[src/hmmd_store.sv]
`default_nettype none
// ----------------------------------------------------------------------------
// hmmd_store: byte memory, one write port and two registered read ports
// Used for work RAM and the high page.
// ----------------------------------------------------------------------------
module hmmd_store #(
	parameter  int DEPTH = 256,
	localparam int AW    = $clog2(DEPTH)
) (
	input  wire logic          clk,
	input  wire logic          we,
	input  wire logic [AW-1:0] waddr,
	input  wire logic [7:0]    wdata,
	input  wire logic          re,
	input  wire logic [AW-1:0] raddr0,
	input  wire logic [AW-1:0] raddr1,
	output logic      [7:0]    rdata0,
	output logic      [7:0]    rdata1
);

	logic [7:0] mem [DEPTH];

	// write port
	always_ff @(posedge clk) begin
		if (we) begin
			mem[waddr] <= wdata;
		end
	end

	// read ports, registered on re; data valid in the cycle after re
	always_ff @(posedge clk) begin
		if (re) begin
			rdata0 <= mem[raddr0];
			rdata1 <= mem[raddr1];
		end
	end

endmodule
`default_nettype wire

[config.mk]
export PLATFORM = sky130hd
export DESIGN_NAME = hmmd_store
export DESIGN_NICKNAME = d
export VERILOG_FILES = /design/src/hmmd_store.sv
export SDC_FILE = /design/constraint.sdc
export NUM_CORES = 2
export LEC_CHECK = 0
export BUFFER_PORTS_ARGS = -buffer_cell sky130_fd_sc_hd__buf_2
export CORE_ASPECT_RATIO = 0.8
export CORE_MARGIN = 5
export CORE_UTILIZATION = 50
export DETAILED_ROUTE_END_ITERATION = 16
export PLACE_DENSITY = 0.65
export SLEW_MARGIN = 20
export SYNTH_ARGS = -nofsm -noshare
export SYNTH_HDL_FRONTEND = slang
export SYNTH_SLANG_ARGS = --single-unit
[constraint.sdc]
create_clock -name clk -period 7.3 [get_ports clk]
set_input_delay 1.095 -clock clk [delete_from_list [all_inputs] [get_ports clk]]
set_output_delay 1.095 -clock clk [all_outputs]
set_load 0.1 [all_outputs]
==> results list <==
- Final critical delay including setup and external delays: 4.65 ns
- Avg Cell Area, Syn: 20.0 sq um
- Startpoint types: primary input
- Post_cts resized: 0
- Total global routing track utilization: 29.7%
* Count of filler cells inserted in the layout: 14500
* Die extent in y: 404 um
- Reg2Reg Launch Point: mem[42][7]$_DFFE_PP_
- Count of final setup violators: 0
- After synthesis, flip-flops and latches occupy 63.8% of the total area.
- Number of enable-type register cells in the synthesized netlist: 2064
- Number of flip-flops and latches in the synthesized netlist: 2064
* Startpoint-to-endpoint class of the critical path: primary input to flop
- Buffers inserted during post-CTS setup optimization: 0
- On the worst path, the slowest cell contributes a delay of 0.94 ns.
- Root buffer selected by CTS: sky130_fd_sc_hd__clkbuf_16
- Result of the run: finished clean
- Element type at the critical path end: flop
- The region available for standard cell placement spans 0.193 sq mm.
- Setup repair after global routing left no endpoint under its margin.
- Hold Vio Cnt, Final: 0
- TritonCTS built the clock tree.
- CTS hold repair buffers: 0
- The net count of the finished layout is 4918.
* Post-detailed-route via-to-cell ratio: 7.27
- Share of the synthesized area in the top cell type: 63.8%
* Post-synthesis cell type count: 64
- In the final routed layout, each cell accounts on average for 39.8 um.
* End-of-flow core utilization: 55.0%
* Number of global-route vias before repair: 53600
* Cell with the most instances after synthesis: sky130_fd_sc_hd__edfxtp_1
- Die span in x: 503 um
- Number of maximum-capacitance constraint violations: 0
- Tracing the worst setup path back leads to its startpoint at raddr0[0].
* Sum of routed wire length over all layers: 303000 um
* Sum of negative setup slack: 0 ns
- STA puts the critical path data arrival time at 5.17 ns.
- Site Rows: 144
* Async set or reset register ratio after synthesis: 0%
- Post-route DRC violation count: 0
* Total Die Area: 0.203 sq mm
* Worst setup slack after placement: 1.92 ns
- Entering global routing, the biggest net connects 196 pins.
- Detailed placer's ending HPWL: 190000 um
* Primary FF master, synth: sky130_fd_sc_hd__edfxtp_1
- Final worst clock skew: 0.0460 ns
- Buffers inserted during clock tree synthesis total 202.
- Sorting the synthesized cells by area gives the leading types as sky130_fd_sc_hd__edfxtp_1 (64%), sky130_fd_sc_hd__mux4_2 (24%), sky130_fd_sc_hd__mux2i_1 (2.4%).
- Critical Path RT: 7.82 ns
- Worst-case headroom to the max-slew limit: 7.39%
- Final Cycle Share: 63.7%
- Of all nets on the critical path, the largest fanout is 65.
- Synthesis produced 4847 cells.
* Ranking of synthesized cells by instance count: sky130_fd_sc_hd__edfxtp_1 (2064), sky130_fd_sc_hd__mux4_2 (1051), sky130_fd_sc_hd__nor2_1 (298)
- Via Count: 55300
- In this run the cell area of the synthesized design comes to 0.0971 sq mm.
* Boundary pin count: 51
* Worst hold slack: 0.783 ns
- The number of antenna violations at the first check in global routing is 21.
- At the pin with the least slew margin, the transition time is 1.39 ns.
- Maximum level of the CTS H-tree: 4
- Worst path slowest cell: sky130_fd_sc_hd__a211oi_1
- Clock tree sinks: 2064
- Measured in cells, the most critical reg-to-reg path has a length of 6.
* Remaining antenna violation count after routing: 0
- Latest clock arrival within the worst-skew pair: 0.85 ns
- IR analysis of the VDD net gives a maximum drop of 215 uV.
- The longest clock path from root to sink contains 3 buffers.
- Last element of the critical path: rdata0[1]$_DFFE_PP_
- Tightest Hold Check Type: primary input to flop
* Post-Layout Cell Count: 7615
* # placed instances: 7233
* Minimum setup slack in the final design: 2.65 ns
* Count of input and output buffers: 50
- After clock tree synthesis, the clock-pin slew on the worst setup and hold paths is 0.06 ns.
- Leakage: 32.8 nW
* Cell Pwr Density: 242 mW/mm^2
* F_max: 215 MHz
- 1st-pass router iterations: 8
- The congestion estimate from routability-driven global placement came to 0.886.
- Net Count, Synth: 4882
- Area growth from synthesis to layout: 9.36%
- Worst r2r dst: rdata0[7]$_DFFE_PP_
- Global-route wire length before repair: 422000 um
- Global routing finished with a remaining overflow of 0.
- Yosys warnings: 0
* Violation count after the first detailed-route iteration: 8642
* Ordered list of cells on the worst path: buf_8, buf_4, mux4_2, mux4_2, a22o_1, a211oi_1, a211oi_1
- The biggest area contributor in the post-synthesis netlist is sky130_fd_sc_hd__edfxtp_1.
* Reg-to-reg slack, setup: 4.13 ns
- Final Max Tran Viols: 0
- For this configuration, the core starts out at a cell density of 50.3%.
* Layout cells sized above 1: 32.7%
[how the worst min path moves through the flow]
stage                                     start  slack (ns)              endpoint  cells after the start
after floorplan            mem[44][6]$_DFFE_PP_        0.90   rdata0[6]$_DFFE_PP_                      6
after global placement    mem[182][5]$_DFFE_PP_        1.15   rdata1[5]$_DFFE_PP_                      6
after detailed placement  mem[191][1]$_DFFE_PP_        1.17   rdata0[1]$_DFFE_PP_                      6
after CTS                              wdata[2]        0.77  mem[71][2]$_DFFE_PP_                      1
after global routing                   wdata[2]        0.79  mem[71][2]$_DFFE_PP_                      1
final                                  wdata[2]        0.78  mem[71][2]$_DFFE_PP_                      1
[layout make-up]
type                            count  area (sq um)  area share (%)
Timing Repair Buffer              227          1960            1.85
Sequential cell                  2064         62000            58.3
Tap cell                         2555          3200            3.01
Multi-Input combinational cell   2382         32600            30.7
Inverter                            6          26.3          0.0247
Antenna cell                       14          35.0          0.0330
Clock buffer                      255          5360            5.05
Clock inverter                    112          1020           0.960
[cell usage in the layout (no fill, tap or decap), types with 22 or more instances in the layout]
cell type                   instances
sky130_fd_sc_hd__clkbuf_16        207
sky130_fd_sc_hd__nor2b_1           24
sky130_fd_sc_hd__o21ai_0           34
sky130_fd_sc_hd__a22o_1            22
sky130_fd_sc_hd__mux2_2            38
sky130_fd_sc_hd__clkbuf_1          48
sky130_fd_sc_hd__buf_2             34
sky130_fd_sc_hd__nor2_1           267
sky130_fd_sc_hd__a221oi_1          32
sky130_fd_sc_hd__a211oi_1          27
sky130_fd_sc_hd__nand3_1           49
sky130_fd_sc_hd__clkinv_2          32
sky130_fd_sc_hd__o22ai_1           48
sky130_fd_sc_hd__mux2i_1          236
sky130_fd_sc_hd__clkinv_1          47
sky130_fd_sc_hd__edfxtp_1        2064
sky130_fd_sc_hd__a21oi_1           79
sky130_fd_sc_hd__nand2_1          114
sky130_fd_sc_hd__o221ai_1          65
sky130_fd_sc_hd__a22oi_1           62
sky130_fd_sc_hd__mux4_2          1051
sky130_fd_sc_hd__buf_4            158
sky130_fd_sc_hd__nor2_2            32
[report_power, final]
group,internal [W],switching (W)
clock,0.00581,0.00454
combinational,0.000815,0.00145
sequential,0.0131,0.0000271
total,0.0197,0.00602
[cells by family (layout without fill, tap and decap cells)]
kind of cell    after synthesis  count (layout)  share of synthesized area, %
compound gates              466             466                          3.53
simple gates                591             591                          2.69
flops                      2064            2064                          63.8
mux                        1325            1325                          27.2
other cells                   0              14                             0
buf+inv                     401             600                          2.73
[flip-flops by register name (all words and copies together) (netlist names)]
signal	count
mem	2048
rdata0	8
rdata1	8
[per-stage QoR]
| step | cell area, sq um | total power (W) |
|---|---|---|
| after floorplan | 97100 | 0.0147 |
| after global placement | 99700 | 0.0156 |
| after detailed placement | 99800 | 0.0156 |
| after CTS | 106000 | 0.0258 |
| after global routing | 106000 | 0.0264 |
| final | 106000 | 0.0257 |
[routing by layer]
metal  up-vias  part of all wire, %  global-route usage [%]
li1      21200                    -                       -
met1     29500                   38                    43.0
met2      3987                   45                    43.5
met3       677                   13                    8.32
met4         8                  4.5                    11.2
met5         -                0.055                       0
[critical path, delay by kind of cell]
kind                   cells  cell delay, ns
AO/OA/AOI/OAI              3            1.40
multiplexers               2            1.09
buffers and inverters      2            1.34
Note: power is estimated with default switching activity, not from simulation.
