<file path="src/hmmd_pkg.sv">
`default_nettype none
// ----------------------------------------------------------------------------
// hmmd_pkg: shared types and constants of the memory map decoder
// Region codes, opcodes, register indexes, bus address map and word layouts.
// ----------------------------------------------------------------------------
package hmmd_pkg;

	// default sizes
	localparam int WORK_RAM_BYTES_DEF = 8192;
	localparam int WATCH_SLOTS_DEF    = 4;
	localparam int HIGH_PAGE_BYTES    = 256;
	localparam int CFG_INDEX_W        = 3;
	localparam int CFG_DATA_W         = 16;

	// bus address map (region start addresses)
	localparam logic [15:0] VRAM_BASE    = 16'h8000;
	localparam logic [15:0] CART_HI_BASE = 16'hA000;
	localparam logic [15:0] WRAM_START   = 16'hC000;
	localparam logic [15:0] OAM_BASE     = 16'hFE00;
	localparam logic [15:0] BAD_BASE     = 16'hFEA0;
	localparam logic [15:0] HIGH_BASE    = 16'hFF00;

	// special registers in the high page
	localparam logic [15:0] DIV_ADDR = 16'hFF04;
	localparam logic [15:0] DMA_ADDR = 16'hFF46;

	// watch new value reported for reads
	localparam logic [15:0] READ_MARK = 16'hFFFF;

	// opcodes
	localparam logic [1:0] OP_READ_BYTE  = 2'd0;
	localparam logic [1:0] OP_READ_WORD  = 2'd1;
	localparam logic [1:0] OP_WRITE_BYTE = 2'd2;
	localparam logic [1:0] OP_UNUSED     = 2'd3;

	// configuration register indexes
	localparam logic [CFG_INDEX_W-1:0] CFG_WATCH_EN = 3'd4;

	typedef enum logic [2:0] {
		TGT_WRAM = 3'd0,
		TGT_HIGH = 3'd1,
		TGT_CART = 3'd2,
		TGT_VRAM = 3'd3,
		TGT_OAM  = 3'd4,
		TGT_BAD  = 3'd5
	} region_t;

	typedef struct packed {
		logic [1:0]  opcode;
		logic [15:0] address;
		logic [7:0]  write_data;
		logic        watch;
	} req_word_t;

	typedef struct packed {
		region_t     target;
		logic [15:0] forward_address;
		logic [7:0]  forward_data;
		logic        forward_wide;
		logic [15:0] read_data;
		logic        dma_start;
		logic [15:0] dma_source;
		logic        watch_hit;
		logic [7:0]  watch_old_value;
		logic [15:0] watch_new_value;
	} rsp_word_t;

	// decode results handed from the decoder to the pipeline
	typedef struct packed {
		region_t region;
		logic    hit;
		logic    div_reg;
		logic    dma_reg;
	} dec_info_t;

endpackage
`default_nettype wire

</file>
<file path="src/hmmd_decode.sv">
`default_nettype none
// ----------------------------------------------------------------------------
// hmmd_decode: address decode and watch slot compare
// Region, store indexes for both bytes of a word, special registers, hit.
// ----------------------------------------------------------------------------
module hmmd_decode import hmmd_pkg::*; #(
	parameter  int WORK_RAM_BYTES = WORK_RAM_BYTES_DEF,
	parameter  int WATCH_SLOTS    = WATCH_SLOTS_DEF,
	localparam int AW             = $clog2(WORK_RAM_BYTES)
) (
	input  wire req_word_t                        req,
	input  wire logic [WATCH_SLOTS-1:0][15:0]     watch_addr,
	input  wire logic [3:0]                       watch_en,
	output dec_info_t                             info,
	output logic      [AW-1:0]                    widx0,
	output logic      [AW-1:0]                    widx1,
	output logic      [7:0]                       hidx0,
	output logic      [7:0]                       hidx1
);

	localparam logic [15:0] WR_SIZE = 16'(WORK_RAM_BYTES);

	region_t     region;
	logic        hit;
	logic [15:0] off;
	logic [15:0] k0;
	logic [15:0] k1;

	// region decode
	always_comb begin
		if (req.address < VRAM_BASE) begin
			region = TGT_CART;
		end else if (req.address < CART_HI_BASE) begin
			region = TGT_VRAM;
		end else if (req.address < WRAM_START) begin
			region = TGT_CART;
		end else if (req.address < OAM_BASE) begin
			region = TGT_WRAM;
		end else if (req.address < BAD_BASE) begin
			region = TGT_OAM;
		end else if (req.address < HIGH_BASE) begin
			region = TGT_BAD;
		end else begin
			region = TGT_HIGH;
		end
	end

	// work ram index: work ram and its echo both sit on 8 KiB boundaries, so
	// the offset is the low 13 bits; it stays below twice the store size
	always_comb begin
		off = {3'b000, req.address[12:0]};
		k0  = (off >= WR_SIZE) ? off - WR_SIZE : off;
		k1  = (k0 + 16'd1 == WR_SIZE) ? 16'd0 : k0 + 16'd1;
	end

	assign widx0 = k0[AW-1:0];
	assign widx1 = k1[AW-1:0];
	assign hidx0 = req.address[7:0];
	assign hidx1 = req.address[7:0] + 8'd1;

	// watch compare, first enabled match is enough
	always_comb begin
		hit = 1'b0;
		for (int i = 0; i < WATCH_SLOTS; i++) begin
			if (watch_en[i] && watch_addr[i] == req.address) begin
				hit = 1'b1;
			end
		end
	end

	always_comb begin
		info.region  = (req.opcode == OP_UNUSED) ? TGT_BAD : region;
		info.hit     = req.watch && hit && (req.opcode != OP_UNUSED);
		info.div_reg = (req.address == DIV_ADDR);
		info.dma_reg = (req.address == DMA_ADDR);
	end

endmodule
`default_nettype wire

</file>
<file path="config.mk">
export PLATFORM = sky130hd
export DESIGN_NAME = hmmd_decode
export DESIGN_NICKNAME = d
export VERILOG_FILES = /design/src/hmmd_pkg.sv /design/src/hmmd_decode.sv
export SDC_FILE = /design/constraint.sdc
export NUM_CORES = 1
export LEC_CHECK = 0
export ABC_AREA = 1
export BUFFER_PORTS_ARGS = -buffer_cell sky130_fd_sc_hd__buf_2
export CAP_MARGIN = 20
export CORE_MARGIN = 5
export CORE_UTILIZATION = 40
export DETAILED_ROUTE_END_ITERATION = 6
export GPL_ROUTABILITY_DRIVEN = 0
export PLACE_DENSITY = 0.9
export SLEW_MARGIN = 20
export SYNTH_ARGS = -nofsm -noshare
export SYNTH_HDL_FRONTEND = slang
export SYNTH_SLANG_ARGS = --single-unit
</file>
<file path="constraint.sdc">
create_clock -name vclk -period 2.14
set_input_delay 0.214 -clock vclk [all_inputs]
set_output_delay 0.214 -clock vclk [all_outputs]
set_load 0.05 [all_outputs]
</file>
==> metrics.yaml <==
timing.final.crit_share_pct: 85.27
synthCells: 359
crit_arrival_ns: 1.61
synth_simple_gate_area_share_pct: 50.92
grt_usage_pct: 22.24
max-slew-margin-rel_pct: 81.86
critPathLaunchType: "input pin"
crit_buf_inv: 3
cts.repair.resized: 0
slowest_delay_ns: 0.30
synth_cell_types: 24
synth_compound_area_share_pct: 8.426
grt_antenna_before_repair: 0
hpwlAfterDp_um: 5666
rows: 23
rsz0062_at_grt: "false"
core_um2: 4058
drv_slew: 0
min_path_cells: 2
drive_gt1_share_pct: 33.05
synth_area_leaders: "nand2_1 (31%), inv_1 (12%), xor2_1 (11%)"
grt_first_pass_wirelength_um: 9977
finalSetupTns_ns: 0
antennaDiodeCount: 0
multi_input_area_um2: 1252
critPathRequiredTime_ns: 1.93
syn_avg_cell_area_um2: 4.716
grt_max_degree: 13
vias_per_cell: 4.872
area_delta_synth_final_pct: 32.45
totalWireLength_um: 6719
synth_top_area_share_pct: 31.26
p_leak_nw: 1.515
drt_pass1_iterations: 5
drt_iter0_markers: 177
start_util_pct: 41.72
port_buffers: 135
min_to: "widx0[11]"
synth_top_family_by_area: "simple AND/OR/NAND/NOR gates"
syn_nets: 457
synth_fa_ha_area_share_pct: 2.217
grt-ovfl-total: 0
path_common_cell: "buf_2"
die-area_um2: 5633
seq_area_um2: 0
synth_xor_area_share_pct: 12.42
yosys-top-cells-count: "nand2_1 (141), inv_1 (53), nor2_1 (45)"
path_cells: "buf_2, inv_2, nor3_4, nand2_4, nor2_4, nand4_1, xor2_1, buf_2"
grt_pass1_vias: 2303
dp.cells: 516
synthMuxAreaShare_pct: 0
stdcell_count: 516
synth_most_common_cell: "nand2_1"
die_x_um: 75.06
cap_viol_max_count: 0
worst_path_max_delay_cell: "nor3_4"
nFlopsAndLatches: 0
m1WireLength_um: 2445
yosysSeqAreaShare_pct: 0
outcome: "completed"
critPathTopFamily: "simple AND/OR/NAND/NOR gates"
power_density_nw_per_um2: 260.2
finalPower_mw: 0.5835
hp-start: "req[20]"
synthesis.area_um2: 1693
finalSetupViolations: 0
peakVddDrop_uv: 177.7
nFillCells: 442
drc: 0
critPathKind: "in -> out"
post_cts_buffers: 0
hold_buffers: 0
hold_path.class: "in -> out"
post-route-min-period_ns: 1.825
max_freq_mhz: 548.0
end_kind: "primary output"
dr_wl_met2_um: 3193
vias: 2514
die_h_um: 75.06
nClkBuffers: 0
met3_length_um: 847
top_layer: "met4"
synth_area_leader_cell: "nand2_1"
final_antenna_net_count: 0
cp_max_fo: 8
wire_per_inst_um: 13.02
finalHoldViolCount: 0
worst_pin_slew_ns: 0.2712
crit_cells: 8
ioPinCount: 143
fin_nets: 566
yosys_warnings: 0
placed cells by master (no fill, tap or decap):
| cell type | instances |
|---|---|
| buf_2 | 135 |
| o21ai_0 | 16 |
| nand2_4 | 1 |
| xor2_1 | 22 |
| xnor2_1 | 2 |
| inv_2 | 12 |
| nor3_4 | 1 |
| or2_0 | 1 |
| o221ai_1 | 1 |
| nand3_1 | 9 |
| nor2_4 | 1 |
| o21ai_1 | 5 |
| nand2_2 | 2 |
| o22ai_1 | 1 |
| ha_1 | 3 |
| nand2_1 | 141 |
| nand4_1 | 4 |
| o211ai_1 | 3 |
| inv_1 | 53 |
| nor2_2 | 1 |
| buf_4 | 1 |
| nor2_1 | 45 |
| nor3_1 | 6 |
power breakdown:
| group | switching (mW) | internal [mW] |
|---|---|---|
| Sequential | 0 | 0 |
| Combinational | 0.411 | 0.173 |
| Clock | 0 | 0 |
| Total | 0.411 | 0.173 |
cell families after synthesis:
group / Yosys count
adders and majority gates: 3
AOI/OAI and AO/OA: 26
buffers and inverters: 94
xor gates and xnor gates: 24
and+or+nand+nor: 212
final cells by class:
type | instances | share of cell area [%]
Inverter | 65 | 10.88
Multi-Input combinational cell | 265 | 55.86
Tap cell | 50 | 2.790
Timing Repair Buffer | 136 | 30.47
worst max path at each step:
stage,startpoint,endpoint
floorplan,req[19],info[5]
global placement,req[10],widx1[11]
detailed placement,req[10],widx1[11]
CTS,req[10],widx1[11]
global route,req[9],info[2]
finish,req[10],widx1[11]
through the flow:
| step | cell area (um^2) | worst slack, ns | hold WS [ns] | util, % |
|---|---|---|---|---|
| after floorplan | 1693 | 0.06857 | 0.5521 | - |
| after detailed placement | 2242 | 0.3173 | 0.7794 | 55.26 |
| after global placement | 2242 | 0.3611 | 0.7783 | 55.26 |
| after global routing | 2242 | 0.1620 | 0.7917 | 55.26 |
| final | 2242 | 0.3153 | 0.7744 | 55.26 |
| after CTS | 2242 | 0.3193 | 0.7794 | 55.26 |
routing by layer:
metal | GRT usage (%) | vias to the layer above
li1 | - | 1255
met1 | 27.62 | 1077
met2 | 39.17 | 158
met3 | 2.804 | 24
met4 | 7.708 | 0
met5 | 0 | -
Power figures use the tool's default switching activity.
